### config.mk
export PLATFORM = sky130hd
export DESIGN_NAME = joystick_direction_autorepeat_top
export DESIGN_NICKNAME = d
export VERILOG_FILES = /design/src/jda_pkg.sv /design/src/jda_regs.sv /design/src/jda_step.sv /design/src/joystick_direction_autorepeat_top.sv
export SDC_FILE = /design/constraint.sdc
export NUM_CORES = 1
export LEC_CHECK = 0
export BUFFER_PORTS_ARGS = -buffer_cell sky130_fd_sc_hd__buf_4
export CORE_MARGIN = 2
export CORE_UTILIZATION = 50
export CTS_BUF_LIST = sky130_fd_sc_hd__clkbuf_8
export CTS_CLUSTER_DIAMETER = 30
export DETAILED_ROUTE_END_ITERATION = 7
export MAX_ROUTING_LAYER = met4
export PLACE_DENSITY_LB_ADDON = 0.12
export SLEW_MARGIN = 20
export SYNTH_ARGS = -nofsm -noshare
export SYNTH_HDL_FRONTEND = slang
export SYNTH_SLANG_ARGS = --single-unit
### constraint.sdc
create_clock -name clk -period 8.15 [get_ports clk]
set_clock_uncertainty 0.05 [all_clocks]
set_input_delay 0.4075 -clock clk [delete_from_list [all_inputs] [get_ports clk]]
set_output_delay 0.4075 -clock clk [all_outputs]
set_load 0.005 [all_outputs]
### src/jda_pkg.sv
// Shared types and constants for the joystick direction autorepeat block.
`timescale 1ns / 1ps

package jda_pkg;

  // Configuration register indexes
  localparam logic [2:0] CFG_POLLS_PER_READ    = 3'd0;
  localparam logic [2:0] CFG_POLLS_PER_REPEAT  = 3'd1;
  localparam logic [2:0] CFG_INIT_PER_REPEAT   = 3'd2;
  localparam logic [2:0] CFG_LOW_BOUND         = 3'd3;
  localparam logic [2:0] CFG_HIGH_BOUND        = 3'd4;

  // Reset values
  localparam logic [7:0] CENTER_VALUE   = 8'd127;
  localparam logic [7:0] THRESHOLD_SPAN = 8'd60;
  localparam logic [7:0] LOWER_RESET    = CENTER_VALUE - THRESHOLD_SPAN;
  localparam logic [7:0] UPPER_RESET    = CENTER_VALUE + THRESHOLD_SPAN;

  // Position codes
  localparam logic [3:0] POS_CENTER    = 4'd0;
  localparam logic [3:0] POS_UP        = 4'd1;
  localparam logic [3:0] POS_DOWN      = 4'd2;
  localparam logic [3:0] POS_LEFT      = 4'd3;
  localparam logic [3:0] POS_RIGHT     = 4'd4;
  localparam logic [3:0] POS_UPLEFT    = 4'd5;
  localparam logic [3:0] POS_UPRIGHT   = 4'd6;
  localparam logic [3:0] POS_DOWNLEFT  = 4'd7;
  localparam logic [3:0] POS_DOWNRIGHT = 4'd8;

  // Event kinds
  localparam logic [1:0] EV_NONE   = 2'd0;
  localparam logic [1:0] EV_CHANGE = 2'd1;
  localparam logic [1:0] EV_REPEAT = 2'd2;

  typedef struct packed {
    logic [7:0] polls_per_read;
    logic [7:0] polls_per_repeat;
    logic [7:0] init_per_repeat;
    logic [7:0] low_bound;
    logic [7:0] high_bound;
  } cfg_t;

  typedef struct packed {
    logic [7:0] read_cnt;
    logic [7:0] rep_cnt;
    logic [7:0] fx;
    logic [7:0] fy;
    logic       next_x;
    logic [3:0] held_pos;
    logic [1:0] held_btn;
  } state_t;

  typedef struct packed {
    logic [1:0] event_kind;
    logic [3:0] new_position;
    logic       new_button_zero;
    logic       new_button_one;
    logic [3:0] old_position;
    logic       old_button_zero;
    logic       old_button_one;
  } result_t;

endpackage

### src/jda_regs.sv
// Configuration register file for the joystick direction autorepeat block.
`timescale 1ns / 1ps

module jda_regs (
  input  logic              clk,
  input  logic              rst_n,
  input  logic              wr_en,
  input  logic [2:0]        wr_index,
  input  logic [7:0]        wr_data,
  output jda_pkg::cfg_t     cfg,
  output logic              rep_load
);

  jda_pkg::cfg_t cfg_r;

  // Write the addressed register; drop writes beyond the list
  always_ff @(posedge clk) begin
    if (!rst_n) begin
      cfg_r.polls_per_read   <= 8'd0;
      cfg_r.polls_per_repeat <= 8'd0;
      cfg_r.init_per_repeat  <= 8'd0;
      cfg_r.low_bound        <= jda_pkg::LOWER_RESET;
      cfg_r.high_bound       <= jda_pkg::UPPER_RESET;
    end else if (wr_en) begin
      case (wr_index)
        jda_pkg::CFG_POLLS_PER_READ:   cfg_r.polls_per_read   <= wr_data;
        jda_pkg::CFG_POLLS_PER_REPEAT: cfg_r.polls_per_repeat <= wr_data;
        jda_pkg::CFG_INIT_PER_REPEAT:  cfg_r.init_per_repeat  <= wr_data;
        jda_pkg::CFG_LOW_BOUND:        cfg_r.low_bound        <= wr_data;
        jda_pkg::CFG_HIGH_BOUND:       cfg_r.high_bound       <= wr_data;
        default: ;
      endcase
    end
  end

  assign cfg      = cfg_r;
  // A write of the initial repeat count also loads the repeat countdown
  assign rep_load = wr_en && (wr_index == jda_pkg::CFG_INIT_PER_REPEAT);

endmodule

### src/jda_step.sv
// Per-tick logic: read pacing, axis filter, position classify and event decision.
`timescale 1ns / 1ps

module jda_step (
  input  jda_pkg::state_t  st,
  input  jda_pkg::cfg_t    cfg,
  input  logic [7:0]       x_sample,
  input  logic [7:0]       y_sample,
  input  logic             button_zero,
  input  logic             button_one,
  output jda_pkg::state_t  st_nxt,
  output jda_pkg::result_t res
);

  logic [7:0] axis_old;
  logic [7:0] sample;
  logic [9:0] sample_x3;
  logic [8:0] axis_sum;
  logic [7:0] axis_new;
  logic [7:0] fx_new;
  logic [7:0] fy_new;
  logic       left, right, up, down;
  logic [3:0] pos;
  logic [1:0] btn;

  // Filter the selected axis: axis/4 + sample*3/4
  assign axis_old  = st.next_x ? st.fx : st.fy;
  assign sample    = st.next_x ? x_sample : y_sample;
  assign sample_x3 = {2'b00, sample} + {1'b0, sample, 1'b0};
  assign axis_sum  = {3'b000, axis_old[7:2]} + {1'b0, sample_x3[9:2]};
  assign axis_new  = axis_sum[7:0];
  assign fx_new    = st.next_x ? axis_new : st.fx;
  assign fy_new    = st.next_x ? st.fy : axis_new;

  // Classify; left and up win over right and down
  assign left  = fx_new < cfg.low_bound;
  assign right = !left && (fx_new > cfg.high_bound);
  assign up    = fy_new < cfg.low_bound;
  assign down  = !up && (fy_new > cfg.high_bound);
  assign btn   = {button_one, button_zero};

  always_comb begin
    case ({up, down, left, right})
      4'b1010: pos = jda_pkg::POS_UPLEFT;
      4'b1001: pos = jda_pkg::POS_UPRIGHT;
      4'b1000: pos = jda_pkg::POS_UP;
      4'b0110: pos = jda_pkg::POS_DOWNLEFT;
      4'b0101: pos = jda_pkg::POS_DOWNRIGHT;
      4'b0100: pos = jda_pkg::POS_DOWN;
      4'b0010: pos = jda_pkg::POS_LEFT;
      4'b0001: pos = jda_pkg::POS_RIGHT;
      default: pos = jda_pkg::POS_CENTER;
    endcase
  end

  // Decide the next state and the result word
  always_comb begin
    st_nxt = st;
    res    = '0;
    if (st.read_cnt != 8'd0) begin
      st_nxt.read_cnt = st.read_cnt - 8'd1;
    end else begin
      st_nxt.read_cnt = cfg.polls_per_read;
      st_nxt.fx       = fx_new;
      st_nxt.fy       = fy_new;
      st_nxt.next_x   = !st.next_x;
      if ((pos != st.held_pos) || (btn != st.held_btn)) begin
        res.event_kind      = jda_pkg::EV_CHANGE;
        res.new_position    = pos;
        res.new_button_zero = btn[0];
        res.new_button_one  = btn[1];
        res.old_position    = st.held_pos;
        res.old_button_zero = st.held_btn[0];
        res.old_button_one  = st.held_btn[1];
        st_nxt.held_pos     = pos;
        st_nxt.held_btn     = btn;
        st_nxt.rep_cnt      = cfg.init_per_repeat;
      end else if (st.rep_cnt == 8'd0) begin
        res.event_kind      = jda_pkg::EV_REPEAT;
        res.new_position    = st.held_pos;
        res.new_button_zero = st.held_btn[0];
        res.new_button_one  = st.held_btn[1];
        res.old_position    = st.held_pos;
        res.old_button_zero = st.held_btn[0];
        res.old_button_one  = st.held_btn[1];
        st_nxt.rep_cnt      = cfg.polls_per_repeat;
      end else begin
        st_nxt.rep_cnt = st.rep_cnt - 8'd1;
      end
    end
  end

endmodule

### src/joystick_direction_autorepeat_top.sv
// Top level of the joystick direction autorepeat block: input register, state, result register.
// An accepted word sits in the input register until the result register can take its result.
// Throughput: one word per cycle while out_ready holds; the input register frees as the result register takes a word.
// Every accepted word yields exactly one result word (event kind none on idle ticks).
// Reset (rst_n low, synchronous): pipeline empty, registers and tracker state at defaults.
// Configuration writes take effect at once; cfg_ready is always high.
`timescale 1ns / 1ps

module joystick_direction_autorepeat_top (
  input  logic       clk,
  input  logic       rst_n,
  input  logic       in_valid,
  output logic       in_ready,
  input  logic [7:0] in_x_sample,
  input  logic [7:0] in_y_sample,
  input  logic       in_button_zero,
  input  logic       in_button_one,
  output logic       out_valid,
  input  logic       out_ready,
  output logic [1:0] out_event_kind,
  output logic [3:0] out_new_position,
  output logic       out_new_button_zero,
  output logic       out_new_button_one,
  output logic [3:0] out_old_position,
  output logic       out_old_button_zero,
  output logic       out_old_button_one,
  input  logic       cfg_valid,
  output logic       cfg_ready,
  input  logic [2:0] cfg_index,
  input  logic [7:0] cfg_data
);

  jda_pkg::cfg_t    cfg;
  logic             rep_load;
  jda_pkg::state_t  st_r, st_nxt, st_step;
  jda_pkg::result_t res;
  jda_pkg::result_t out_r;
  logic             out_valid_r;
  logic             s1_valid_r;
  logic [7:0]       s1_x_r, s1_y_r;
  logic             s1_b0_r, s1_b1_r;
  logic             adv;

  assign cfg_ready = 1'b1;

  jda_regs u_regs (
    .clk      (clk),
    .rst_n    (rst_n),
    .wr_en    (cfg_valid),
    .wr_index (cfg_index),
    .wr_data  (cfg_data),
    .cfg      (cfg),
    .rep_load (rep_load)
  );

  // Advance when the input register holds a word and the result register can take one
  assign adv      = s1_valid_r && (!out_valid_r || out_ready);
  assign in_ready = !s1_valid_r || adv;

  // Input register
  always_ff @(posedge clk) begin
    if (!rst_n) begin
      s1_valid_r <= 1'b0;
    end else if (in_ready) begin
      s1_valid_r <= in_valid;
    end
  end

  always_ff @(posedge clk) begin
    if (in_valid && in_ready) begin
      s1_x_r  <= in_x_sample;
      s1_y_r  <= in_y_sample;
      s1_b0_r <= in_button_zero;
      s1_b1_r <= in_button_one;
    end
  end

  jda_step u_step (
    .st          (st_r),
    .cfg         (cfg),
    .x_sample    (s1_x_r),
    .y_sample    (s1_y_r),
    .button_zero (s1_b0_r),
    .button_one  (s1_b1_r),
    .st_nxt      (st_step),
    .res         (res)
  );

  // Select the tracker state update; a config write of the initial count loads the countdown
  always_comb begin
    st_nxt = st_r;
    if (adv) begin
      st_nxt = st_step;
    end
    if (rep_load) begin
      st_nxt.rep_cnt = cfg_data;
    end
  end

  always_ff @(posedge clk) begin
    if (!rst_n) begin
      st_r.read_cnt <= 8'd0;
      st_r.rep_cnt  <= 8'd0;
      st_r.fx       <= jda_pkg::CENTER_VALUE;
      st_r.fy       <= jda_pkg::CENTER_VALUE;
      st_r.next_x   <= 1'b1;
      st_r.held_pos <= jda_pkg::POS_CENTER;
      st_r.held_btn <= 2'b00;
    end else begin
      st_r <= st_nxt;
    end
  end

  // Result register
  always_ff @(posedge clk) begin
    if (!rst_n) begin
      out_valid_r <= 1'b0;
    end else if (adv) begin
      out_valid_r <= 1'b1;
    end else if (out_ready) begin
      out_valid_r <= 1'b0;
    end
  end

  always_ff @(posedge clk) begin
    if (adv) begin
      out_r <= res;
    end
  end

  assign out_valid           = out_valid_r;
  assign out_event_kind      = out_r.event_kind;
  assign out_new_position    = out_r.new_position;
  assign out_new_button_zero = out_r.new_button_zero;
  assign out_new_button_one  = out_r.new_button_one;
  assign out_old_position    = out_r.old_position;
  assign out_old_button_zero = out_r.old_button_zero;
  assign out_old_button_one  = out_r.old_button_one;

  // An idle tick leaves the axis selection alone
  a_idle_keeps_axis: assert property (@(posedge clk) disable iff (!rst_n)
    (adv && (st_r.read_cnt != 8'd0) && !rep_load) |=> $stable(st_r.next_x))
    else $error("axis selection moved on an idle tick");

  // A no-event word carries all-zero fields
  a_none_zero: assert property (@(posedge clk) disable iff (!rst_n)
    (out_valid_r && (out_r.event_kind == jda_pkg::EV_NONE)) |->
    (out_r.new_position == 4'd0 && out_r.old_position == 4'd0 &&
     !out_r.new_button_zero && !out_r.new_button_one &&
     !out_r.old_button_zero && !out_r.old_button_one))
    else $error("no-event word has nonzero fields");

  // A repeat word reports the held state as both old and new
  a_repeat_same: assert property (@(posedge clk) disable iff (!rst_n)
    (out_valid_r && (out_r.event_kind == jda_pkg::EV_REPEAT)) |->
    (out_r.new_position == out_r.old_position &&
     out_r.new_button_zero == out_r.old_button_zero &&
     out_r.new_button_one == out_r.old_button_one))
    else $error("repeat word old and new differ");

  // A change word really changes something
  a_change_differs: assert property (@(posedge clk) disable iff (!rst_n)
    (out_valid_r && (out_r.event_kind == jda_pkg::EV_CHANGE)) |->
    (out_r.new_position != out_r.old_position ||
     out_r.new_button_zero != out_r.old_button_zero ||
     out_r.new_button_one != out_r.old_button_one))
    else $error("change word without a change");

  // The held position stays a valid 9-way code
  a_held_pos_range: assert property (@(posedge clk) disable iff (!rst_n)
    st_r.held_pos <= jda_pkg::POS_DOWNRIGHT)
    else $error("held position out of range");

endmodule

Word level (Yosys, flattened, before mapping)
Memory sizes are Yosys's and may differ from the RTL's.
Index checks and enable logic that the tools add are counted.
{"block": "word_totals", "ff_bits": 113, "mem_bits_rw": 0, "rom_bits": 64, "n_memories": 1, "output_inout_bits": 17, "in_bits": 34, "latch_bits": 0, "wordCells": 85}
{"block": "classes", "magnitude_cmp": 4, "multipliers": 0, "eq_ne": 7, "n_mux": 15, "shifts": 0, "n_reduce_logical": 27, "n_addsub": 4, "n_div": 0, "bitwise": 1}
{"memory": "(no name shown)", "depth": 16, "width": 4, "rd": 1, "rd_ports_with_merged_regs": 0, "write_ports": 0, "line_no": "jda_step.sv:43", "text": "case ({up, down, left, right})"}
{"cell": "$mux W8", "count": 8}
{"cell": "$mux W31", "count": 2}
{"cell": "$gt A8 B8 Y1", "count": 2}
{"cell": "$lt A8 B8 Y1", "count": 2}
{"cell": "$sub A8 B1 Y8 const B", "count": 2}
{"cell": "$mux W14", "count": 1}
{"cell": "$reduce_and A2 Y1", "count": 7}
{"cell": "$mux W13", "count": 1}
{"cell": "$add A8 B9 Y10", "count": 1}
{"cell": "$add A6 B8 Y8", "count": 1}
{"cell": "$logic_not A8 Y1", "count": 1}
{"cell": "$reduce_bool A8 Y1", "count": 1}
{"cell": "$eq A3 B2 Y1 const B", "count": 2}
{"cell": "$mux W6", "count": 1}
{"cell": "$logic_and A1 B1 Y1", "count": 5}
{"cell": "$logic_not A1 Y1", "count": 5}
{"cell": "$ne A4 B4 Y1", "count": 1}
{"cell": "$reduce_bool A2 Y1", "count": 2}
{"cell": "$eq A3 B1 Y1 const B", "count": 1}
{"cell": "$eq A3 B3 Y1 const B", "count": 1}
{"cell": "$logic_not A3 Y1", "count": 1}
{"cell": "$logic_or A1 B1 Y1", "count": 3}
{"cell": "$reduce_and A3 Y1", "count": 1}
{"cell": "$mux W1", "count": 2}
{"cell": "other kinds (4)", "count": 4}

Depth between registers and ports, before layout
Gate-level depths: netlist of the first run.
An unclocked memory read counts as a cell.
{"block": "logic_depth", "depth_word": 14, "depth_mapped": 30, "depth_no_buf": 27}

Cells and area by module
Synthesis of the first run repeated with hierarchy kept, for this count alone.
{"block": "hier_totals", "hier_cells": 814, "hier_area_um2": 7130.6}
{"module": "jda_step", "area_per_inst_um2": 2956.6, "cells_each": 428, "seq_area_each_um2": 0.0, "n_inst": 1}
{"module": "joystick_direction_autorepeat_top", "area_per_inst_um2": 2600.0, "cells_each": 232, "seq_area_each_um2": 1781.7, "n_inst": 1}
{"module": "jda_regs", "area_per_inst_um2": 1574.0, "cells_each": 154, "seq_area_each_um2": 800.8, "n_inst": 1}

Worst setup path after synthesis of the first run
No wires, ideal clock.
{"block": "synth_path", "kind": "register -> register", "startpoint": "register st_r[6] (netlist name)", "endpoint": "register st_r[27] (netlist name)", "setup_time_ns": 0.070, "path_slack_ns": 1.367, "period_less_slack_ns": 6.783, "t_arrival_ns": 6.663, "stages_incl_launch_ff": 28, "required_time_ns": 8.030, "n_path_buf": 3, "path_cell_list": "dfxtp_1 clkbuf_1 buf_1 mux2i_1 inv_1 ha_1 a21boi_0 o21a_1 o21a_1 o21ai_0 nor2b_1 xnor2_1 ha_1 a21o_1 a21oi_1 xnor3_1 o21ai_0 ha_1 and3_1 o21ai_0 o311a_4 nand3_1 a311oi_2 o31ai_2 or3_1 buf_2 or4_1 a21oi_1"}
{"block": "synth_via", "elab_chain_cells": 14, "elab_cells_between_ends": 21, "classes_between": "add/sub (2); order compare (4); eq/ne (1); mux (8); reduce/logical (5); memory (1)"}
{"element": "start: declaration", "line_no": "joystick_direction_autorepeat_top.sv:35", "text": "jda_pkg::state_t st_r, st_nxt, st_step;"}
{"element": "start signal: assignment", "line_no": "joystick_direction_autorepeat_top.sv:110", "text": "st_r <= st_nxt;"}
{"element": "$mux W8", "line_no": "jda_step.sv:28", "text": "assign sample = st.next_x ? x_sample : y_sample;"}
{"element": "$add A8 B9 Y10", "line_no": "jda_step.sv:29", "text": "assign sample_x3 = {2'b00, sample} + {1'b0, sample, 1'b0};"}
{"element": "$add A6 B8 Y8", "line_no": "jda_step.sv:30", "text": "assign axis_sum = {3'b000, axis_old[7:2]} + {1'b0, sample_x3[9:2]};"}
{"element": "$mux W8 *", "line_no": "jda_step.sv:33", "text": "assign fy_new = st.next_x ? st.fy : axis_new;"}
{"element": "named net u_step.fy_new[6]", "line_no": "jda_step.sv:21", "text": "logic [7:0] fy_new;"}
{"element": "$lt A8 B8 Y1", "line_no": "jda_step.sv:38", "text": "assign up = fy_new < cfg.low_bound;"}
{"element": "$logic_not A1 Y1", "line_no": "jda_step.sv:39", "text": "assign down = !up && (fy_new > cfg.high_bound);"}
{"element": "$logic_and A1 B1 Y1", "line_no": "jda_step.sv:39"}
{"element": "$mem_v2 Z16 W4 *"}
{"element": "$ne A4 B4 Y1 *", "line_no": "jda_step.sv:67", "text": "if ((pos != st.held_pos) || (btn != st.held_btn)) begin"}
{"element": "$logic_or A1 B1 Y1 *", "line_no": "jda_step.sv:67"}
{"element": "$mux W8 *", "line_no": "jda_step.sv:67"}
{"element": "$mux W31 *", "line_no": "jda_step.sv:60", "text": "if (st.read_cnt != 8'd0) begin"}
{"element": "$mux W31 *", "line_no": "joystick_direction_autorepeat_top.sv:92", "text": "if (adv) begin"}
{"element": "$mux W8 *", "line_no": "joystick_direction_autorepeat_top.sv:95", "text": "if (rep_load) begin"}
The timed path passes the listed nets; every way through them passes the cells marked *. The select of a mux whose other input is x is not followed.
A chain may end at the register's enable or synchronous reset.

Worst setup path after layout of the first run
{"block": "layout_path", "startpoint": "register st_r[6] (netlist name)", "endpoint": "register out_r, in the netlist out_new_position[1], data pin"}
{"block": "layout_via", "elab_chain_cells": 11, "elab_cells_between_ends": 18, "classes_between": "add/sub (2); order compare (4); eq/ne (1); mux (5); reduce/logical (5); memory (1)"}
{"element": "$mux W8", "line_no": "jda_step.sv:28"}
{"element": "$add A8 B9 Y10", "line_no": "jda_step.sv:29"}
{"element": "$add A6 B8 Y8", "line_no": "jda_step.sv:30"}
{"element": "$mux W8 *", "line_no": "jda_step.sv:33"}
{"element": "named net u_step.fy_new[6]", "line_no": "jda_step.sv:21"}
{"element": "$lt A8 B8 Y1", "line_no": "jda_step.sv:38"}
{"element": "$logic_not A1 Y1", "line_no": "jda_step.sv:39"}
{"element": "$logic_and A1 B1 Y1", "line_no": "jda_step.sv:39"}
{"element": "$mem_v2 Z16 W4 *"}
{"element": "$ne A4 B4 Y1", "line_no": "jda_step.sv:67"}
{"element": "$logic_or A1 B1 Y1", "line_no": "jda_step.sv:67"}
{"element": "$mux W13 *", "line_no": "jda_step.sv:67"}
{"element": "end signal: assignment", "line_no": "joystick_direction_autorepeat_top.sv:127", "text": "out_r <= res;"}
{"element": "end: declaration", "line_no": "joystick_direction_autorepeat_top.sv:37", "text": "jda_pkg::result_t out_r;"}
The timed path passes the listed nets; every way through them passes the cells marked *.

==> results of run 1 <==
-- layout make-up --
class                   count  area [um2]  area share (%)
clock buffers              18         248            3.30
clock inverters            14         188            2.50
inverters                  44         165            2.20
multi-input cells         561        3700            49.4
flip-flops and latches    113        2580            34.4
well taps                 172         215            2.87
repair buffers             53         398            5.31
-- final timing paths --
kind / start / end / slack, ps / depth (start not counted)
worst min-delay path: in_y_sample[5] / s1_y_r[5]$_DFFE_PP_ / 70 / 1
worst max register to register: st_r[6]$_SDFFE_PN1P_ / out_new_position[1]$_SDFFCE_PN0P_ / 620 / 24
worst max-delay path: st_r[6]$_SDFFE_PN1P_ / out_new_position[1]$_SDFFCE_PN0P_ / 620 / 24
worst min register to register: u_regs.cfg[21]$_SDFFE_PN0P_ / u_regs.cfg[21]$_SDFFE_PN0P_ / 410 / 2
-- stage by stage --
| step | instances | setup WS [ps] | hold slack [ps] | area (um2) |
|---|---|---|---|---|
| 2_1_floorplan | 753 | 1370 | 382 | 6580 |
| 3_3_place_gp | 943 | 1100 | 390 | 7060 |
| 3_5_place_dp | 943 | 712 | 396 | 7060 |
| 4_1_cts | 975 | 678 | 60.0 | 7500 |
| 5_1_grt | 975 | 91.2 | 51.7 | 7500 |
| 6_report | 975 | 617 | 72.4 | 7500 |
-- critical path, stage by stage (launching register included) --
cell,delay (ps)
dfxtp_1,570
mux2i_1,360
inv_1,120
ha_1,300
a21boi_0,130
o21a_1,190
o21a_1,200
o21ai_0,180
nor2b_1,180
xnor2_1,140
ha_1,290
a21o_1,170
a21oi_1,630
xnor3_1,300
o21ai_0,380
ha_1,340
nand4_1,140
nor2_1,80
a211oi_1,490
nor2_1,120
maj3_1,380
a211oi_2,500
or3_1,580
nor3_2,190
a22o_1,270
-- layout by cell type, fill, tap and decap left out, types with 7 or more instances in the layout --
cell type	n
nor2_1	40
nand3_1	26
mux2i_1	9
nor2b_1	7
o211ai_1	22
dfxtp_1	81
a22o_1	7
nand2_1	125
o21ai_0	25
a31oi_1	9
clkbuf_8	18
and2_1	10
a21oi_1	66
and3_1	7
xnor2_1	9
buf_4	53
nor4_1	8
mux2_2	17
ha_1	46
nor3_1	17
edfxtp_1	32
inv_1	42
-- registers in the layout (all words and copies together) (netlist names) --
register	cells
u_regs.cfg	40
st_r	39
s1_x_r	8
s1_y_r	8
out_new_position	4
out_old_position	4
out_event_kind	2
out_new_button_one	1
out_new_button_zero	1
out_old_button_one	1
out_old_button_zero	1
out_valid	1
s1_b0_r	1
s1_b1_r	1
s1_valid_r	1
-- layer usage --
layer | GRT usage [%] | vias to the layer above | share of wire [%]
met2 | 37.0 | 162 | 45
li1 | - | 2814 | -
met3 | 5.21 | 10 | 5.9
met4 | 7.44 | 0 | 0.89
met5 | - | - | 0
met1 | 33.7 | 2646 | 48
-- kinds of logic after synthesis --
kind of cell / after synthesis
other cells: 1
xor+xnor: 14
flops: 113
buf+inv: 79
simple gates: 276
fa+ha+maj: 49
mux: 27
compound gates: 194
-- where the power goes --
group	total (uW)	internal, uW	switching [uW]
registers	685	644	40.5
logic	1270	491	775
clock network	580	340	241
total	2530	1470	1060
==> impl_metrics.json, run 1 <==
{
  "grt_max_degree": 49,
  "finalNetCount": 872,
  "synth.area.top_cells": "dfxtp_1 (25%), edfxtp_1 (15%), ha_1 (8.7%), nand2_1 (7.1%), a21oi_1 (5.0%)",
  "startpoint_type": "flop",
  "crit_type": "reg -> reg",
  "vias": 5632,
  "yosys.area_share.xor_xnor_pct": 2.28,
  "clk_latency_ps": 450,
  "synth_top_cells_by_count": "nand2_1 (125), dfxtp_1 (81), a21oi_1 (66), ha_1 (46), inv_1 (42)",
  "crit_arrival_ps": 7680,
  "cap_violations": 0,
  "hold_violations": 0,
  "hp-class": "in -> reg",
  "synth_top_area_cell": "dfxtp_1",
  "hpwl_mm": 11.9,
  "grt_pass1_vias": 5312,
  "n_antenna_cell": 0,
  "setup_tns_ps": 0,
  "slew_violations": 0,
  "grt_setup_unrepaired": "no",
  "cts.sinks": 113,
  "total_power_uw": 2530,
  "status": "complete, no violations",
  "cts_root_buf": "clkbuf_8",
  "numCtsBuffers": 17,
  "yosys_warnings": 0,
  "synth_edf_count": 32,
  "powerDensity_nw_per_um2": 337,
  "avgViaCountPerCell": 5.78,
  "cts_resized": 0,
  "synth-simple-area-share_pct": 19.8,
  "synth-seq-cells": 113,
  "core_region_area_um2": 12700,
  "synth_top_family_by_area": "compound AO/OA/AOI/OAI gates",
  "ys_seq_area_share_pct": 39.2,
  "wl_per_cell_um": 16.8,
  "cts_tree": "yes",
  "cts.htree.levels": 4,
  "firstDrtPassIters": 5,
  "utilization_pct": 58.9,
  "drt_wl_total_mm": 16.4,
  "path_max_fanout": 15,
  "synth.most_common_cell": "nand2_1",
  "post_cts_buffers": 0,
  "post-route-min-period_ps": 7530,
  "die_area_um2": 14100,
  "syn_area_um2": 6580,
  "gp_congestion": 0.837,
  "antenna_found_initial": 0,
  "synth_mux_area_share_pct": 4.45,
  "leakage_uw": 0.00307,
  "hold_buffers": 0,
  "clk_pin_slew_worst_paths_ps": 80,
  "ant_nets": 0,
  "clockBufferDepth": 2,
  "ys_async_sr_fraction_pct": 0,
  "setup_viol": 0,
  "ys.flop_type": "dfxtp_1",
  "synthAdderAreaFrac_pct": 9.50,
  "synth-compound-area-share_pct": 20.1,
  "slew-limit-headroom_pct": 35.6,
  "die_h_um": 119,
  "period_share_pct": 92.4,
  "required_ps": 8290,
  "synth_cell_types": 74,
  "drc": 0,
  "fillCellCount": 1171,
  "synth.avg_cell_area_um2": 8.74,
  "synth_top_area_share_pct": 24.6,
  "synth_cells": 753,
  "grt_pass1_wl_mm": 26.8,
  "drt_iter0_markers": 336,
  "io_pins": 51,
  "overflow": 0,
  "grt_usage_pct": 24.7,
  "synth_nets": 835,
  "max-vdd-ir-drop_uv": 156,
  "max_freq_ghz": 0.133,
  "syn2layout_area_growth_pct": 13.9,
  "cp-end-kind": "flop",
  "drive_gt1_share_pct": 14.3,
  "port_buffers": 49,
  "tightest_slew_ps": 966,
  "fp.dieW_um": 119,
  "std_cell_rows": 41,
  "initial_core_util_pct": 51.7
}
Note: power is estimated with default switching activity, not from simulation.
==> run 2: changes to the inputs <==
--- a/config.mk
+++ b/config.mk
@@ -16,4 +16,5 @@
 export SLEW_MARGIN = 20
 export SYNTH_ARGS = -nofsm -noshare
 export SYNTH_HDL_FRONTEND = slang
+export SYNTH_HIERARCHICAL = 1
 export SYNTH_SLANG_ARGS = --single-unit
==> impl_metrics.json, run 2 <==
{
  "status": "complete, no violations",
  "synth_edf_count": 32,
  "cts_resized": 0,
  "slew_violations": 0,
  "finalNetCount": 919,
  "overflow": 0,
  "grt_usage_pct": 25.7,
  "cts.sinks": 113,
  "crit_arrival_ps": 7820,
  "synth_nets": 896,
  "layout_commonest_cell": "nand2_1",
  "ant_nets": 0,
  "startpoint_type": "flop",
  "setup_tns_ps": 0,
  "std_cell_rows": 43,
  "numCtsBuffers": 17,
  "vias": 6120,
  "die_h_um": 123,
  "gp_congestion": 0.899,
  "final_cell_mix": "nand2_1 (96), dfxtp_1 (81), o21ai_0 (60), nand3_1 (58), buf_4 (57)",
  "drive_gt1_share_pct": 15.4,
  "crit_type": "reg -> reg",
  "grt_pass1_wl_mm": 29.4,
  "wl_per_cell_um": 17.7,
  "clockBufferDepth": 2,
  "firstDrtPassIters": 6,
  "drt_wl_total_mm": 18.3,
  "hpwl_mm": 13.0,
  "n_antenna_cell": 0,
  "hold_buffers": 0,
  "cts_tree": "yes",
  "leakage_uw": 0.00327,
  "fillCellCount": 1210,
  "port_buffers": 49,
  "drt_iter0_markers": 636,
  "grt_setup_unrepaired": "no",
  "cp-end-kind": "flop",
  "syn_area_um2": 7130,
  "antenna_found_initial": 0,
  "initial_core_util_pct": 51.4,
  "core_region_area_um2": 13900,
  "total_power_uw": 2680,
  "die_area_um2": 15200,
  "io_pins": 51,
  "max_freq_ghz": 0.133,
  "post_cts_buffers": 0,
  "tightest_slew_ps": 968,
  "synth-seq-cells": 113,
  "syn2layout_area_growth_pct": 11.9,
  "synth.area.top_cells": "dfxtp_1 (23%), edfxtp_1 (13%), ha_1 (8.1%), mux2i_1 (6.6%), nand2_1 (5.1%)",
  "place_ws_ps": 876,
  "seq_area_um2": 2580,
  "post-route-min-period_ps": 7490,
  "max-vdd-ir-drop_uv": 183,
  "ys.flop_type": "dfxtp_1",
  "clk_latency_ps": 450,
  "synth.avg_cell_area_um2": 8.76,
  "ys_seq_area_share_pct": 36.2,
  "slew-limit-headroom_pct": 34.6,
  "synth_cells": 814,
  "yosys_warnings": 6,
  "setup_ws_ps": 657,
  "synth_cell_types": 69,
  "synth_top_cells_by_count": "nand2_1 (96), dfxtp_1 (81), o21ai_0 (60), nand3_1 (58), a21oi_1 (53)",
  "cts.htree.levels": 4,
  "avgViaCountPerCell": 5.94,
  "period_share_pct": 91.9,
  "cap_violations": 0,
  "setup_viol": 0,
  "ys_async_sr_fraction_pct": 0,
  "required_ps": 8470,
  "hold_violations": 0,
  "grt_pass1_vias": 5701,
  "synth.most_common_cell": "nand2_1",
  "synth_top_area_share_pct": 22.7,
  "hp-class": "in -> reg",
  "grt_max_degree": 80,
  "largest_reg_flops": 40,
  "r2r_setup_slack_ps": 660,
  "cts_root_buf": "clkbuf_8",
  "drc": 0,
  "multiInputGateArea_um2": 4180,
  "fp.dieW_um": 123,
  "synth_top_area_cell": "dfxtp_1",
  "clk_pin_slew_worst_paths_ps": 80,
  "powerDensity_nw_per_um2": 336,
  "path_max_fanout": 31
}
-- run 2: power by group --
part,total [uW],internal (uW),switching [uW]
Clock,559,309,250
Sequential,689,645,44.0
Combinational,1440,556,880
Total,2680,1510,1170
-- run 2: kinds of logic (layout without fill, tap and decap cells) --
logic type	after synthesis	after routing	share of synthesized area, %
AO/OA/AOI/OAI	197	197	16.6
XOR/XNOR	19	19	2.72
adder cells (fa/ha/maj)	48	48	8.63
buffers and inverters	93	129	5.74
flip-flops	113	113	36.2
multiplexers	76	76	11.2
other	1	1	0.0526
AND/OR/NAND/NOR	267	267	18.8
-- run 2: worst max-delay path, cell delays in order (launching register included) --
cell      delay, ps
dfxtp_1         510
buf_4           420
mux2i_1         470
inv_1           230
ha_1            420
xor2_1          190
ha_1            330
a21o_1          190
a31o_2          230
o21ai_0         160
o221ai_1        190
nor4_1          630
mux2_2          320
ha_1            240
nand4_1         100
a311oi_1         60
or4_1           670
nand4_1         230
xor2_1          200
nand4_1         510
or4_1           680
o221ai_1         90
a31oi_1         110
a21oi_1         160
-- run 2: worst paths after layout --
kind / startpoint / to / cells past startpoint
setup reg to reg: st_r[6]$_SDFFE_PN1P_ / st_r[29]$_SDFFE_PN0P_ / 23
hold reg to reg: u_regs/cfg[27]$_SDFFE_PN0P_ / u_regs/cfg[27]$_SDFFE_PN0P_ / 2
hold / removal: in_button_zero / s1_b0_r$_DFFE_PP_ / 1
setup / recovery: st_r[6]$_SDFFE_PN1P_ / st_r[29]$_SDFFE_PN0P_ / 23
-- run 2: stage by stage --
stage / cell area (um2) / hold slack [ps] / instances / util [%]
global route: 7980 / 56.6 / 1030 / 57.5
finish: 7980 / 79.8 / 1030 / 57.5
CTS: 7970 / 49.9 / 1030 / 57.4
global placement: 7560 / 397 / 998 / 54.4
detailed placement: 7560 / 404 / 998 / 54.4
floorplan: 7130 / 380 / 814 / -
-- run 2: layout make-up --
| type | instances | share of cell area, % |
|---|---|---|
| inverters | 40 | 1.88 |
| well taps | 180 | 2.82 |
| multi-input cells | 608 | 52.4 |
| clock buffers | 18 | 3.11 |
| repair buffers | 57 | 5.36 |
| flip-flops and latches | 113 | 32.4 |
| clock inverters | 14 | 2.07 |
-- run 2: metal layers --
| metal | GRT usage [%] | wire length, um |
|---|---|---|
| met1 | 32.8 | 8340 |
| met2 | 40.9 | 8800 |
| met3 | 5.77 | 857 |
| met4 | 7.24 | 267 |
| met5 | - | 0 |
